File: src/hw/rtl/bbbl_pkg.sv
`default_nettype none
// ----------------------------------------------------------------------------
// bbbl_pkg
// Types and constants shared by the battery bar breathing LED block.
// ----------------------------------------------------------------------------
package bbbl_pkg;

   localparam int POS_W      = 6;
   localparam int CSR_IDX_W  = 3;
   localparam int DIV_STEPS  = 32;
   localparam int DIV_CNT_W  = $clog2(DIV_STEPS);

   localparam logic [1:0] FUNC_START   = 2'd0;
   localparam logic [1:0] FUNC_STOP    = 2'd1;
   localparam logic [1:0] FUNC_FRAME   = 2'd2;
   localparam logic [1:0] FUNC_BATTERY = 2'd3;

   localparam logic [1:0] KIND_PIXEL  = 2'd0;
   localparam logic [1:0] KIND_ALERT  = 2'd1;
   localparam logic [1:0] KIND_STATUS = 2'd2;

   localparam logic [CSR_IDX_W-1:0] CSR_FRAMES_PER_CYCLE  = 3'd0;
   localparam logic [CSR_IDX_W-1:0] CSR_ALERT_START_LEVEL = 3'd1;
   localparam logic [CSR_IDX_W-1:0] CSR_ALERT_STOP_LEVEL  = 3'd2;
   localparam logic [CSR_IDX_W-1:0] CSR_ALERT_INTERVAL_MS = 3'd3;
   localparam logic [CSR_IDX_W-1:0] CSR_ALERT_LENGTH_MS   = 3'd4;
   localparam logic [CSR_IDX_W-1:0] CSR_COLOR_HIGH        = 3'd5;
   localparam logic [CSR_IDX_W-1:0] CSR_COLOR_MIDDLE      = 3'd6;
   localparam logic [CSR_IDX_W-1:0] CSR_COLOR_LOW         = 3'd7;

   localparam logic [15:0] RST_FRAMES_PER_CYCLE  = 16'd60;
   localparam logic [6:0]  RST_ALERT_START_LEVEL = 7'd20;
   localparam logic [6:0]  RST_ALERT_STOP_LEVEL  = 7'd5;
   localparam logic [31:0] RST_ALERT_INTERVAL_MS = 32'd300000;
   localparam logic [31:0] RST_ALERT_LENGTH_MS   = 32'd3000;

   localparam logic [15:0] MIN_PERIOD  = 16'd2;
   localparam logic [15:0] SEG_STEP    = 16'd300;
   localparam logic [15:0] SEG_MIDDLE  = 16'd100;
   localparam logic [15:0] SEG_HIGH    = 16'd200;

   typedef struct packed {
      logic [1:0]  func;
      logic [31:0] start_frames;
      logic [6:0]  charge_pct;
      logic [62:0] now_ms;
   } req_type;

   typedef struct packed {
      logic [1:0]       kind;
      logic [POS_W-1:0] bar_position;
      logic [15:0]      hue;
      logic [7:0]       saturation;
      logic [7:0]       lightness;
      logic [31:0]      frames_left;
      logic [31:0]      alert_duration;
      logic             last;
   } rsp_type;

   typedef struct packed {
      logic [15:0] frames_per_cycle;
      logic [6:0]  alert_start_level;
      logic [6:0]  alert_stop_level;
      logic [31:0] alert_interval_ms;
      logic [31:0] alert_length_ms;
      logic [31:0] hsl_high;
      logic [31:0] hsl_middle;
      logic [31:0] hsl_low;
   } cfg_type;

endpackage
`default_nettype wire

File: src/hw/rtl/bbbl_csr.sv
`default_nettype none
// ----------------------------------------------------------------------------
// bbbl_csr
// Configuration registers with their reset values.
// ----------------------------------------------------------------------------
module bbbl_csr (
   input  wire logic                           clock,
   input  wire logic                           reset,
   input  wire logic                           csr_valid,
   output logic                                csr_ready,
   input  wire logic [bbbl_pkg::CSR_IDX_W-1:0] csr_index,
   input  wire logic [31:0]                    csr_wdata,
   output bbbl_pkg::cfg_type                   cfg
);

   bbbl_pkg::cfg_type cfg_ff;
   bbbl_pkg::cfg_type cfg_in;

   assign csr_ready = 1'b1;
   assign cfg       = cfg_ff;

   always_comb begin
      cfg_in = cfg_ff;
      if (csr_valid && csr_ready) begin
         unique case (csr_index)
            bbbl_pkg::CSR_FRAMES_PER_CYCLE:  cfg_in.frames_per_cycle  = csr_wdata[15:0];
            bbbl_pkg::CSR_ALERT_START_LEVEL: cfg_in.alert_start_level = csr_wdata[6:0];
            bbbl_pkg::CSR_ALERT_STOP_LEVEL:  cfg_in.alert_stop_level  = csr_wdata[6:0];
            bbbl_pkg::CSR_ALERT_INTERVAL_MS: cfg_in.alert_interval_ms = csr_wdata;
            bbbl_pkg::CSR_ALERT_LENGTH_MS:   cfg_in.alert_length_ms   = csr_wdata;
            bbbl_pkg::CSR_COLOR_HIGH:        cfg_in.hsl_high          = csr_wdata;
            bbbl_pkg::CSR_COLOR_MIDDLE:      cfg_in.hsl_middle        = csr_wdata;
            bbbl_pkg::CSR_COLOR_LOW:         cfg_in.hsl_low           = csr_wdata;
            default:                         cfg_in = cfg_ff;
         endcase
      end
   end

   always_ff @(posedge clock) begin
      if (reset) begin
         cfg_ff.frames_per_cycle  <= bbbl_pkg::RST_FRAMES_PER_CYCLE;
         cfg_ff.alert_start_level <= bbbl_pkg::RST_ALERT_START_LEVEL;
         cfg_ff.alert_stop_level  <= bbbl_pkg::RST_ALERT_STOP_LEVEL;
         cfg_ff.alert_interval_ms <= bbbl_pkg::RST_ALERT_INTERVAL_MS;
         cfg_ff.alert_length_ms   <= bbbl_pkg::RST_ALERT_LENGTH_MS;
         cfg_ff.hsl_high          <= '0;
         cfg_ff.hsl_middle        <= '0;
         cfg_ff.hsl_low           <= '0;
      end else begin
         cfg_ff <= cfg_in;
      end
   end

endmodule
`default_nettype wire

File: src/hw/rtl/bbbl_div.sv
`default_nettype none
// ----------------------------------------------------------------------------
// bbbl_div
// Bit-serial restoring divider, 32-bit dividend by 16-bit divisor,
// one quotient bit per cycle.
// ----------------------------------------------------------------------------
module bbbl_div (
   input  wire logic        clock,
   input  wire logic        reset,
   input  wire logic        start,
   input  wire logic [31:0] dividend,
   input  wire logic [15:0] divisor,
   output logic             done,
   output logic [31:0]      quotient,
   output logic [15:0]      remainder
);

   logic [15:0]                    rem_ff, rem_in;
   logic [31:0]                    quo_ff, quo_in;
   logic [15:0]                    dvs_ff, dvs_in;
   logic [bbbl_pkg::DIV_CNT_W-1:0] cnt_ff, cnt_in;
   logic                           busy_ff, busy_in;
   logic                           done_ff, done_in;
   logic [16:0]                    shifted;
   logic [16:0]                    diff;
   logic                           ge;

   assign shifted   = {rem_ff, quo_ff[31]};
   assign ge        = shifted >= {1'b0, dvs_ff};
   assign diff      = shifted - {1'b0, dvs_ff};
   assign done      = done_ff;
   assign quotient  = quo_ff;
   assign remainder = rem_ff;

   always_comb begin
      rem_in  = rem_ff;
      quo_in  = quo_ff;
      dvs_in  = dvs_ff;
      cnt_in  = cnt_ff;
      busy_in = busy_ff;
      done_in = 1'b0;
      if (busy_ff) begin
         rem_in = ge ? diff[15:0] : shifted[15:0];
         quo_in = {quo_ff[30:0], ge};
         cnt_in = cnt_ff + bbbl_pkg::DIV_CNT_W'(1);
         if (cnt_ff == bbbl_pkg::DIV_CNT_W'(bbbl_pkg::DIV_STEPS - 1)) begin
            busy_in = 1'b0;
            done_in = 1'b1;
         end
      end else if (start) begin
         rem_in  = '0;
         quo_in  = dividend;
         dvs_in  = divisor;
         cnt_in  = '0;
         busy_in = 1'b1;
      end
   end

   always_ff @(posedge clock) begin
      if (reset) begin
         cnt_ff  <= '0;
         busy_ff <= 1'b0;
         done_ff <= 1'b0;
      end else begin
         cnt_ff  <= cnt_in;
         busy_ff <= busy_in;
         done_ff <= done_in;
      end
   end

   always_ff @(posedge clock) begin
      rem_ff <= rem_in;
      quo_ff <= quo_in;
      dvs_ff <= dvs_in;
   end

endmodule
`default_nettype wire

File: src/hw/rtl/battery_bar_breathing_led.sv
`default_nettype none
// ----------------------------------------------------------------------------
// battery_bar_breathing_led
// Battery bar-graph animator: start/stop/frame/battery items in, HSL pixel,
// alert and status items out.
// ----------------------------------------------------------------------------
//   channel  handshake            payload
//   req      req_valid/req_stall  bbbl_pkg::req_type
//   rsp      rsp_valid/rsp_stall  bbbl_pkg::rsp_type
//   csr      csr_valid/csr_ready  csr_index, csr_wdata
//
// Start, stop, battery and idle frame items: result held in pend_ff, then
// registered from ST_PUT when the output is free; next item accepted once
// back in ST_IDLE. Running frame item: on the bit-serial divider, one peak
// remainder, then point and lightness divisions per pixel.
// One item at a time; req_stall is high until the last result is registered.
// Output register holds a result under rsp_stall. Reset is synchronous.
// ----------------------------------------------------------------------------
module battery_bar_breathing_led #(
   parameter int BAR_PIXELS = 8
) (
   input  wire logic                           clock,
   input  wire logic                           reset,
   input  wire logic                           req_valid,
   output logic                                req_stall,
   input  wire bbbl_pkg::req_type              req_data,
   output logic                                rsp_valid,
   input  wire logic                           rsp_stall,
   output bbbl_pkg::rsp_type                   rsp_data,
   input  wire logic                           csr_valid,
   output logic                                csr_ready,
   input  wire logic [bbbl_pkg::CSR_IDX_W-1:0] csr_index,
   input  wire logic [31:0]                    csr_wdata
);

   localparam logic [2:0] ST_IDLE  = 3'd0;
   localparam logic [2:0] ST_PUT   = 3'd1;
   localparam logic [2:0] ST_PEAK  = 3'd2;
   localparam logic [2:0] ST_POINT = 3'd3;
   localparam logic [2:0] ST_MUL   = 3'd4;
   localparam logic [2:0] ST_LIGHT = 3'd5;

   localparam logic [15:0]                SCALE    = 16'(BAR_PIXELS * 3);
   localparam logic [15:0]                PIX_DIV  = 16'(BAR_PIXELS);
   localparam logic [bbbl_pkg::POS_W-1:0] LAST_POS = bbbl_pkg::POS_W'(BAR_PIXELS - 1);

   bbbl_pkg::cfg_type cfg;

   logic [2:0]                 state_ff, state_in;
   logic [31:0]                frames_ff, frames_in;
   logic [62:0]                last_alert_ff, last_alert_in;
   bbbl_pkg::rsp_type          pend_ff, pend_in;
   logic                       pix_run_ff, pix_run_in;
   logic [bbbl_pkg::POS_W-1:0] idx_ff, idx_in;
   logic [31:0]                num_ff, num_in;
   logic [15:0]                thr_ff, thr_in;
   logic [15:0]                scaled_ff, scaled_in;
   logic [15:0]                peak_ff, peak_in;
   logic [15:0]                gap_ff, gap_in;
   logic [31:0]                color_ff, color_in;
   logic                       rsp_valid_ff, rsp_valid_in;
   bbbl_pkg::rsp_type          rsp_data_ff, rsp_data_in;

   logic        div_start;
   logic [31:0] div_dividend;
   logic [15:0] div_divisor;
   logic        div_done;
   logic [31:0] div_quo;
   logic [15:0] div_rem;

   logic        req_acc;
   logic        out_free;
   logic [15:0] period;
   logic [15:0] half;
   logic [15:0] two_h;
   logic [15:0] point;
   logic [15:0] gap_raw;
   logic [23:0] prod;
   logic [63:0] alert_due;
   logic        alert_ok;
   logic [31:0] num_next;

   bbbl_csr u_csr (
      .clock     (clock),
      .reset     (reset),
      .csr_valid (csr_valid),
      .csr_ready (csr_ready),
      .csr_index (csr_index),
      .csr_wdata (csr_wdata),
      .cfg       (cfg)
   );

   bbbl_div u_div (
      .clock     (clock),
      .reset     (reset),
      .start     (div_start),
      .dividend  (div_dividend),
      .divisor   (div_divisor),
      .done      (div_done),
      .quotient  (div_quo),
      .remainder (div_rem)
   );

   assign req_stall = state_ff != ST_IDLE;
   assign req_acc   = req_valid && !req_stall;
   assign out_free  = !rsp_valid_ff || !rsp_stall;
   assign rsp_valid = rsp_valid_ff;
   assign rsp_data  = rsp_data_ff;

   assign period    = (cfg.frames_per_cycle < bbbl_pkg::MIN_PERIOD) ? bbbl_pkg::MIN_PERIOD
                                                                     : cfg.frames_per_cycle;
   assign half      = {1'b0, period[15:1]};
   assign two_h     = {period[15:1], 1'b0};
   assign point     = div_quo[15:0];
   assign gap_raw   = (point >= peak_ff) ? (point - peak_ff) : (peak_ff - point);
   assign prod      = 24'(color_ff[31:24]) * 24'(two_h - gap_ff);
   assign num_next  = num_ff + 32'(period);
   assign alert_due = {1'b0, last_alert_ff} + 64'(cfg.alert_interval_ms);
   assign alert_ok  = (frames_ff == '0)
                   && (cfg.alert_stop_level < req_data.charge_pct)
                   && (req_data.charge_pct < cfg.alert_start_level)
                   && ({1'b0, req_data.now_ms} > alert_due);

   always_comb begin
      state_in      = state_ff;
      frames_in     = frames_ff;
      last_alert_in = last_alert_ff;
      pend_in       = pend_ff;
      pix_run_in    = pix_run_ff;
      idx_in        = idx_ff;
      num_in        = num_ff;
      thr_in        = thr_ff;
      scaled_in     = scaled_ff;
      peak_in       = peak_ff;
      gap_in        = gap_ff;
      color_in      = color_ff;
      rsp_valid_in  = rsp_valid_ff;
      rsp_data_in   = rsp_data_ff;
      div_start     = 1'b0;
      div_dividend  = num_ff;
      div_divisor   = PIX_DIV;

      if (rsp_valid_ff && !rsp_stall) begin
         rsp_valid_in = 1'b0;
      end

      unique case (state_ff)
         ST_IDLE: begin
            if (req_acc) begin
               pend_in      = '0;
               pend_in.kind = bbbl_pkg::KIND_STATUS;
               pend_in.last = 1'b1;
               pix_run_in   = 1'b0;
               state_in     = ST_PUT;
               unique case (req_data.func)
                  bbbl_pkg::FUNC_START: begin
                     last_alert_in = req_data.now_ms;
                     frames_in     = req_data.start_frames;
                  end
                  bbbl_pkg::FUNC_STOP: begin
                     last_alert_in = req_data.now_ms;
                     frames_in     = '0;
                  end
                  bbbl_pkg::FUNC_BATTERY: begin
                     if (alert_ok) begin
                        last_alert_in          = req_data.now_ms;
                        pend_in.kind           = bbbl_pkg::KIND_ALERT;
                        pend_in.alert_duration = cfg.alert_length_ms;
                     end
                  end
                  bbbl_pkg::FUNC_FRAME: begin
                     if (frames_ff != '0) begin
                        frames_in    = frames_ff - 32'd1;
                        div_start    = 1'b1;
                        div_dividend = frames_ff;
                        div_divisor  = period;
                        idx_in       = '0;
                        num_in       = '0;
                        thr_in       = '0;
                        scaled_in    = 16'(req_data.charge_pct) * SCALE;
                        pix_run_in   = 1'b1;
                        state_in     = ST_PEAK;
                     end
                  end
                  default: state_in = ST_PUT;
               endcase
            end
         end
         ST_PEAK: begin
            if (div_done) begin
               peak_in   = div_rem;
               div_start = 1'b1;
               state_in  = ST_POINT;
            end
         end
         ST_POINT: begin
            if (div_done) begin
               gap_in = (gap_raw > half) ? (period - gap_raw) : gap_raw;
               priority if (scaled_ff <= thr_ff) begin
                  color_in = '0;
               end else if (scaled_ff < thr_ff + bbbl_pkg::SEG_MIDDLE) begin
                  color_in = cfg.hsl_low;
               end else if (scaled_ff < thr_ff + bbbl_pkg::SEG_HIGH) begin
                  color_in = cfg.hsl_middle;
               end else begin
                  color_in = cfg.hsl_high;
               end
               state_in = ST_MUL;
            end
         end
         ST_MUL: begin
            div_start    = 1'b1;
            div_dividend = 32'(prod);
            div_divisor  = two_h;
            state_in     = ST_LIGHT;
         end
         ST_LIGHT: begin
            if (div_done) begin
               pend_in              = '0;
               pend_in.kind         = bbbl_pkg::KIND_PIXEL;
               pend_in.bar_position = idx_ff;
               pend_in.hue          = color_ff[15:0];
               pend_in.saturation   = color_ff[23:16];
               pend_in.lightness    = div_quo[7:0];
               pend_in.last         = idx_ff == LAST_POS;
               state_in             = ST_PUT;
            end
         end
         ST_PUT: begin
            if (out_free) begin
               rsp_valid_in            = 1'b1;
               rsp_data_in             = pend_ff;
               rsp_data_in.frames_left = frames_ff;
               if (pix_run_ff && !pend_ff.last) begin
                  idx_in       = idx_ff + bbbl_pkg::POS_W'(1);
                  num_in       = num_next;
                  thr_in       = thr_ff + bbbl_pkg::SEG_STEP;
                  div_start    = 1'b1;
                  div_dividend = num_next;
                  state_in     = ST_POINT;
               end else begin
                  pix_run_in = 1'b0;
                  state_in   = ST_IDLE;
               end
            end
         end
         default: state_in = ST_IDLE;
      endcase
   end

   always_ff @(posedge clock) begin
      if (reset) begin
         state_ff      <= ST_IDLE;
         frames_ff     <= '0;
         last_alert_ff <= '0;
         pix_run_ff    <= 1'b0;
         rsp_valid_ff  <= 1'b0;
      end else begin
         state_ff      <= state_in;
         frames_ff     <= frames_in;
         last_alert_ff <= last_alert_in;
         pix_run_ff    <= pix_run_in;
         rsp_valid_ff  <= rsp_valid_in;
      end
   end

   always_ff @(posedge clock) begin
      pend_ff     <= pend_in;
      idx_ff      <= idx_in;
      num_ff      <= num_in;
      thr_ff      <= thr_in;
      scaled_ff   <= scaled_in;
      peak_ff     <= peak_in;
      gap_ff      <= gap_in;
      color_ff    <= color_in;
      rsp_data_ff <= rsp_data_in;
   end

   a_frame_dec: assert property (@(posedge clock) disable iff (reset)
      (req_acc && req_data.func == bbbl_pkg::FUNC_FRAME && frames_ff != '0)
      |=> frames_ff == $past(frames_ff) - 32'd1)
      else $error("frame counter did not step down");

   a_last_pixel: assert property (@(posedge clock) disable iff (reset)
      (rsp_valid && rsp_data.kind == bbbl_pkg::KIND_PIXEL && rsp_data.last)
      |-> rsp_data.bar_position == LAST_POS)
      else $error("last pixel item at wrong position");

   a_single_item: assert property (@(posedge clock) disable iff (reset)
      (rsp_valid && rsp_data.kind != bbbl_pkg::KIND_PIXEL)
      |-> (rsp_data.last && rsp_data.lightness == '0))
      else $error("alert or status item malformed");

   a_div_owner: assert property (@(posedge clock) disable iff (reset)
      div_done |-> (state_ff == ST_PEAK || state_ff == ST_POINT || state_ff == ST_LIGHT))
      else $error("divider result with no consumer");

endmodule
`default_nettype wire
File: config.mk
export PLATFORM = sky130hd
export DESIGN_NAME = battery_bar_breathing_led
export DESIGN_NICKNAME = d
export VERILOG_FILES = /design/src/hw/rtl/bbbl_pkg.sv /design/src/hw/rtl/bbbl_csr.sv /design/src/hw/rtl/bbbl_div.sv /design/src/hw/rtl/battery_bar_breathing_led.sv
export SDC_FILE = /design/constraint.sdc
export NUM_CORES = 2
export LEC_CHECK = 0
export BUFFER_PORTS_ARGS = -buffer_cell sky130_fd_sc_hd__buf_4
export CAP_MARGIN = 5
export CORE_MARGIN = 5
export CORE_UTILIZATION = 30
export CTS_CLUSTER_DIAMETER = 50
export DETAILED_ROUTE_END_ITERATION = 16
export PLACE_DENSITY = 0.55
export SLEW_MARGIN = 40
export SYNTH_ARGS = -nofsm -noshare
export SYNTH_HDL_FRONTEND = slang
export SYNTH_SLANG_ARGS = --single-unit
File: constraint.sdc
create_clock -name clock -period 9 [get_ports clock]
set_clock_uncertainty 0.1 [all_clocks]
set_input_delay 1.35 -clock clock [delete_from_list [all_inputs] [get_ports clock]]
set_output_delay 1.35 -clock clock [all_outputs]
set_load 0.02 [all_outputs]
==> impl_metrics.toml <==
[grt]
grt_remaining_overflow = 0
antenna_found_initial = 7
track_usage = 0.1744
grt_pass1_vias = 33430
grt_max_degree = 191
grt_first_pass_wirelength_um = 205800

[worst_setup_path]
r2r_cells = 33
max_stage_delay_ns = 0.54
worstPathMaxFanout = 8
cp_slowest_cell = "fa_1"
crit_type = "flip-flop to flip-flop"
endpoint_kind = "flip-flop"
regToRegSetupSlack_ns = 0.50
r2r-end = "u_div.quotient[23]"
required_ns = 9.36
reg2reg_from = "u_csr.cfg[187]"
start_kind = "flip-flop"
crit_arrival_ns = 8.86

[timing]
fin_crit_ns = 8.503
finalCritPeriodShare = 0.9448
rsz0062_at_grt = "no"
fmax_mhz = 117.6
fin_tns_setup_ns = 0
worstMarginPinSlew_ns = 0.9101
hold_viol_final = 0
drv_slew = 0
setup_violations = 0
slew_headroom = 0.3932
timing.hold.ws_ns = 0.3145

[layout]
layout-drive-gt1-share = 0.1121
nets = 5319
area_growth_syn_to_layout_pct = 17.71

[synth]
synth_edf_count = 367
yosysSeqAreaShare = 0.3970
ys.flop_type = "edfxtp_1"
synth_warnings = 0
synth-seq-cells = 664
avgSynthCellArea_um2 = 9.272
synthArstFlopShare = 0
syn_inst = 4609
syn_nets = 5172
synthDistinctLibCells = 86
syn_area_um2 = 42730

[placement]
hpwl_um = 99380
place.gp.congestion = 0.9154
io_buffers = 250

[power_and_ir_drop]
ir_worst_vdd_uv = 198.4
powerDensity_nw_per_um2 = 241.6
combPwrFrac = 0.322
p_int_mw = 7.680
p_sw_frac = 0.3681
power_switching_mw = 4.473
pwr-share-seq = 0.346
pwr-share-clk = 0.332
power_leakage_nw = 19.74

[clock_network]
postCtsSetupRepairBufs = 0
clockBufferDepth = 3
cts_tree = "yes"
cts_resized = 0
htreeDepth = 3
cts-buffers-inserted = 98
ctsRootBufferMaster = "clkbuf_16"
hold_buffers = 0
clk_latency_ns = 0.77
clk_pin_slew_ns = 0.06
clkSinkCount = 664

[floorplan]
start_util = 0.3018
die_w_um = 387.4
fp-row-count = 138
die_area_um2 = 150100
die_h_um = 387.4
core_um2 = 141600
pin_count = 252

[route]
drt-wirelength-per-cell_um = 20.17
drt_wl_total_um = 135800
vias_per_cell = 5.137
route.antenna.remaining_nets = 0
vias = 34600
detail_route.iter0.violations = 2613
drc = 0
dr.pass1.iters = 6

[job]
drv_cap = 0

[hold_path]
hp-class = "flip-flop to flip-flop"
whs_path_depth = 0
worstHoldEndpoint = "rsp_data[28]"
hp-start = "pend_ff[28]"

[run_status]
outcome = "completed"
[cells by family after synthesis]
logic type | count (synthesis) | synth area share
xor+xnor | 190 | 0.03894
other cells | 1 | 0.00008775
compound gates | 1020 | 0.1561
fa+ha+maj | 419 | 0.1422
flops | 664 | 0.3970
buf+inv | 599 | 0.05434
mux | 80 | 0.01886
simple gates | 1636 | 0.1925
[layout by cell type, fill, tap and decap left out, types with 78 or more instances in the layout]
master | Yosys | final
nand2_1 | 602 | 595
edfxtp_1 | 367 | 367
a21oi_1 | 362 | 360
inv_1 | 334 | 334
ha_1 | 308 | 308
dfxtp_1 | 297 | 295
buf_4 | 2 | 295
nor2_1 | 273 | 265
o21ai_0 | 156 | 155
and2_1 | 119 | 119
xnor2_1 | 118 | 118
fa_1 | 111 | 111
nand2b_1 | 105 | 104
clkbuf_16 | 0 | 100
nand3b_1 | 78 | 78
[worst max-delay path, delay by kind of cell, from the launching register on]
family / cells / cell delay (ns)
XOR/XNOR: 3 / 0.58
AND/OR/NAND/NOR: 10 / 1.95
adder cells (fa/ha/maj): 6 / 2.65
buffers and inverters: 4 / 0.29
flip-flops: 1 / 0.38
AO/OA/AOI/OAI: 10 / 2.22
[stage by stage]
step	total power, mW	utilization	std cells	setup WS, ns	instance area [um^2]
5_1_grt	12.80	0.3553	6734	0.03625	50300
6_report	12.15	0.3553	6735	0.4966	50300
4_1_cts	12.21	0.3546	6730	0.2828	50210
2_1_floorplan	6.755	-	4609	1.569	42730
3_5_place_dp	8.118	0.3300	6544	0.3257	46720
3_3_place_gp	8.062	0.3282	6535	0.4986	46470
[final cells by class]
class	instances	area, um^2
multi-input combinational	3346	23700
clock inverter	72	907.1
fill	14450	91280
timing repair buffer	310	2504
inverter	336	1261
clock buffer	114	2585
sequential	664	16970
antenna	3	7.507
tap	1890	2365
[power groups by stage]
| stage | combinational (mW) | clock (mW) | sequential (mW) |
|---|---|---|---|
| 2_1_floorplan | 2.48 | 0 | 4.28 |
| 3_3_place_gp | 3.80 | 0 | 4.26 |
| 3_5_place_dp | 3.86 | 0 | 4.26 |
| 4_1_cts | 3.88 | 4.13 | 4.20 |
| 5_1_grt | 4.30 | 4.25 | 4.25 |
| 6_report | 3.91 | 4.04 | 4.21 |
[synthesized netlist by cell type (all sizes together) (9+ instances only)]
| cell | instances | area (um^2) |
|---|---|---|
| nand4b | 64 | 560.5 |
| nor2 | 273 | 1025 |
| a21oi | 363 | 1821 |
| a31oi | 14 | 87.58 |
| and2 | 119 | 744.5 |
| mux2i | 76 | 760.7 |
| buf | 40 | 213.9 |
| nor4 | 24 | 186.4 |
| a211o | 21 | 183.9 |
| nor2b | 52 | 325.3 |
| nand3b | 78 | 585.6 |
| o21a | 37 | 277.8 |
| and3 | 64 | 400.4 |
| nand2b | 105 | 656.9 |
| or3 | 37 | 231.5 |
| inv | 336 | 1261 |
| edfxtp | 367 | 11020 |
| o31a | 71 | 621.9 |
| nand2 | 602 | 2260 |
| nand4 | 41 | 262.8 |
| clkbuf | 223 | 847.1 |
| nand3 | 72 | 360.4 |
| ha | 308 | 3854 |
| xor2 | 72 | 630.6 |
| a211oi | 63 | 473.0 |
| o31ai | 19 | 142.6 |
| o21bai | 15 | 112.6 |
| o311ai | 67 | 586.8 |
| dfxtp | 297 | 5946 |
| fa | 111 | 2222 |
| o21ai | 159 | 795.8 |
| a221oi | 13 | 113.9 |
| o211ai | 18 | 135.1 |
| xnor2 | 118 | 1033 |
| a22oi | 20 | 150.1 |
| nor3 | 69 | 345.3 |
| a221o | 9 | 90.09 |
| a21o | 58 | 435.4 |
[worst max-delay path by stage]
stage	to	from	slack, ns
after global placement	u_div.quotient[23]	u_csr.cfg[187]	0.50
final	u_div.quotient[23]	u_csr.cfg[187]	0.50
after global routing	u_div.quotient[23]	u_csr.cfg[187]	0.04
after floorplan	u_div.quotient[23]	u_csr.cfg[189]	1.57
after detailed placement	u_div.quotient[23]	u_csr.cfg[187]	0.33
after CTS	u_div.quotient[23]	u_csr.cfg[187]	0.28
[registers in the layout, summed over array words and instances (netlist names), 3 cells and up]
| name | cells |
|---|---|
| u_div.dvs_ff | 16 |
| num_ff | 32 |
| pend_ff | 73 |
| state_ff | 3 |
| u_div.cnt_ff | 5 |
| u_div.remainder | 16 |
| color_ff | 32 |
| frames_ff | 32 |
| u_csr.cfg | 190 |
| u_div.quotient | 32 |
| last_alert_ff | 63 |
| thr_ff | 14 |
| idx_ff | 6 |
| gap_ff | 16 |
| peak_ff | 16 |
| scaled_ff | 9 |
| rsp_data | 105 |
[per-layer routing]
metal  vias up  GRT usage  share of wire
met2       927     0.2717           0.44
met1     16820     0.2416           0.46
met4         2    0.06080          0.032
met3       191    0.03454          0.066
met5         -          0       0.000096
li1      16660          -              -
No activity file was read; power rests on OpenSTA's default activity.
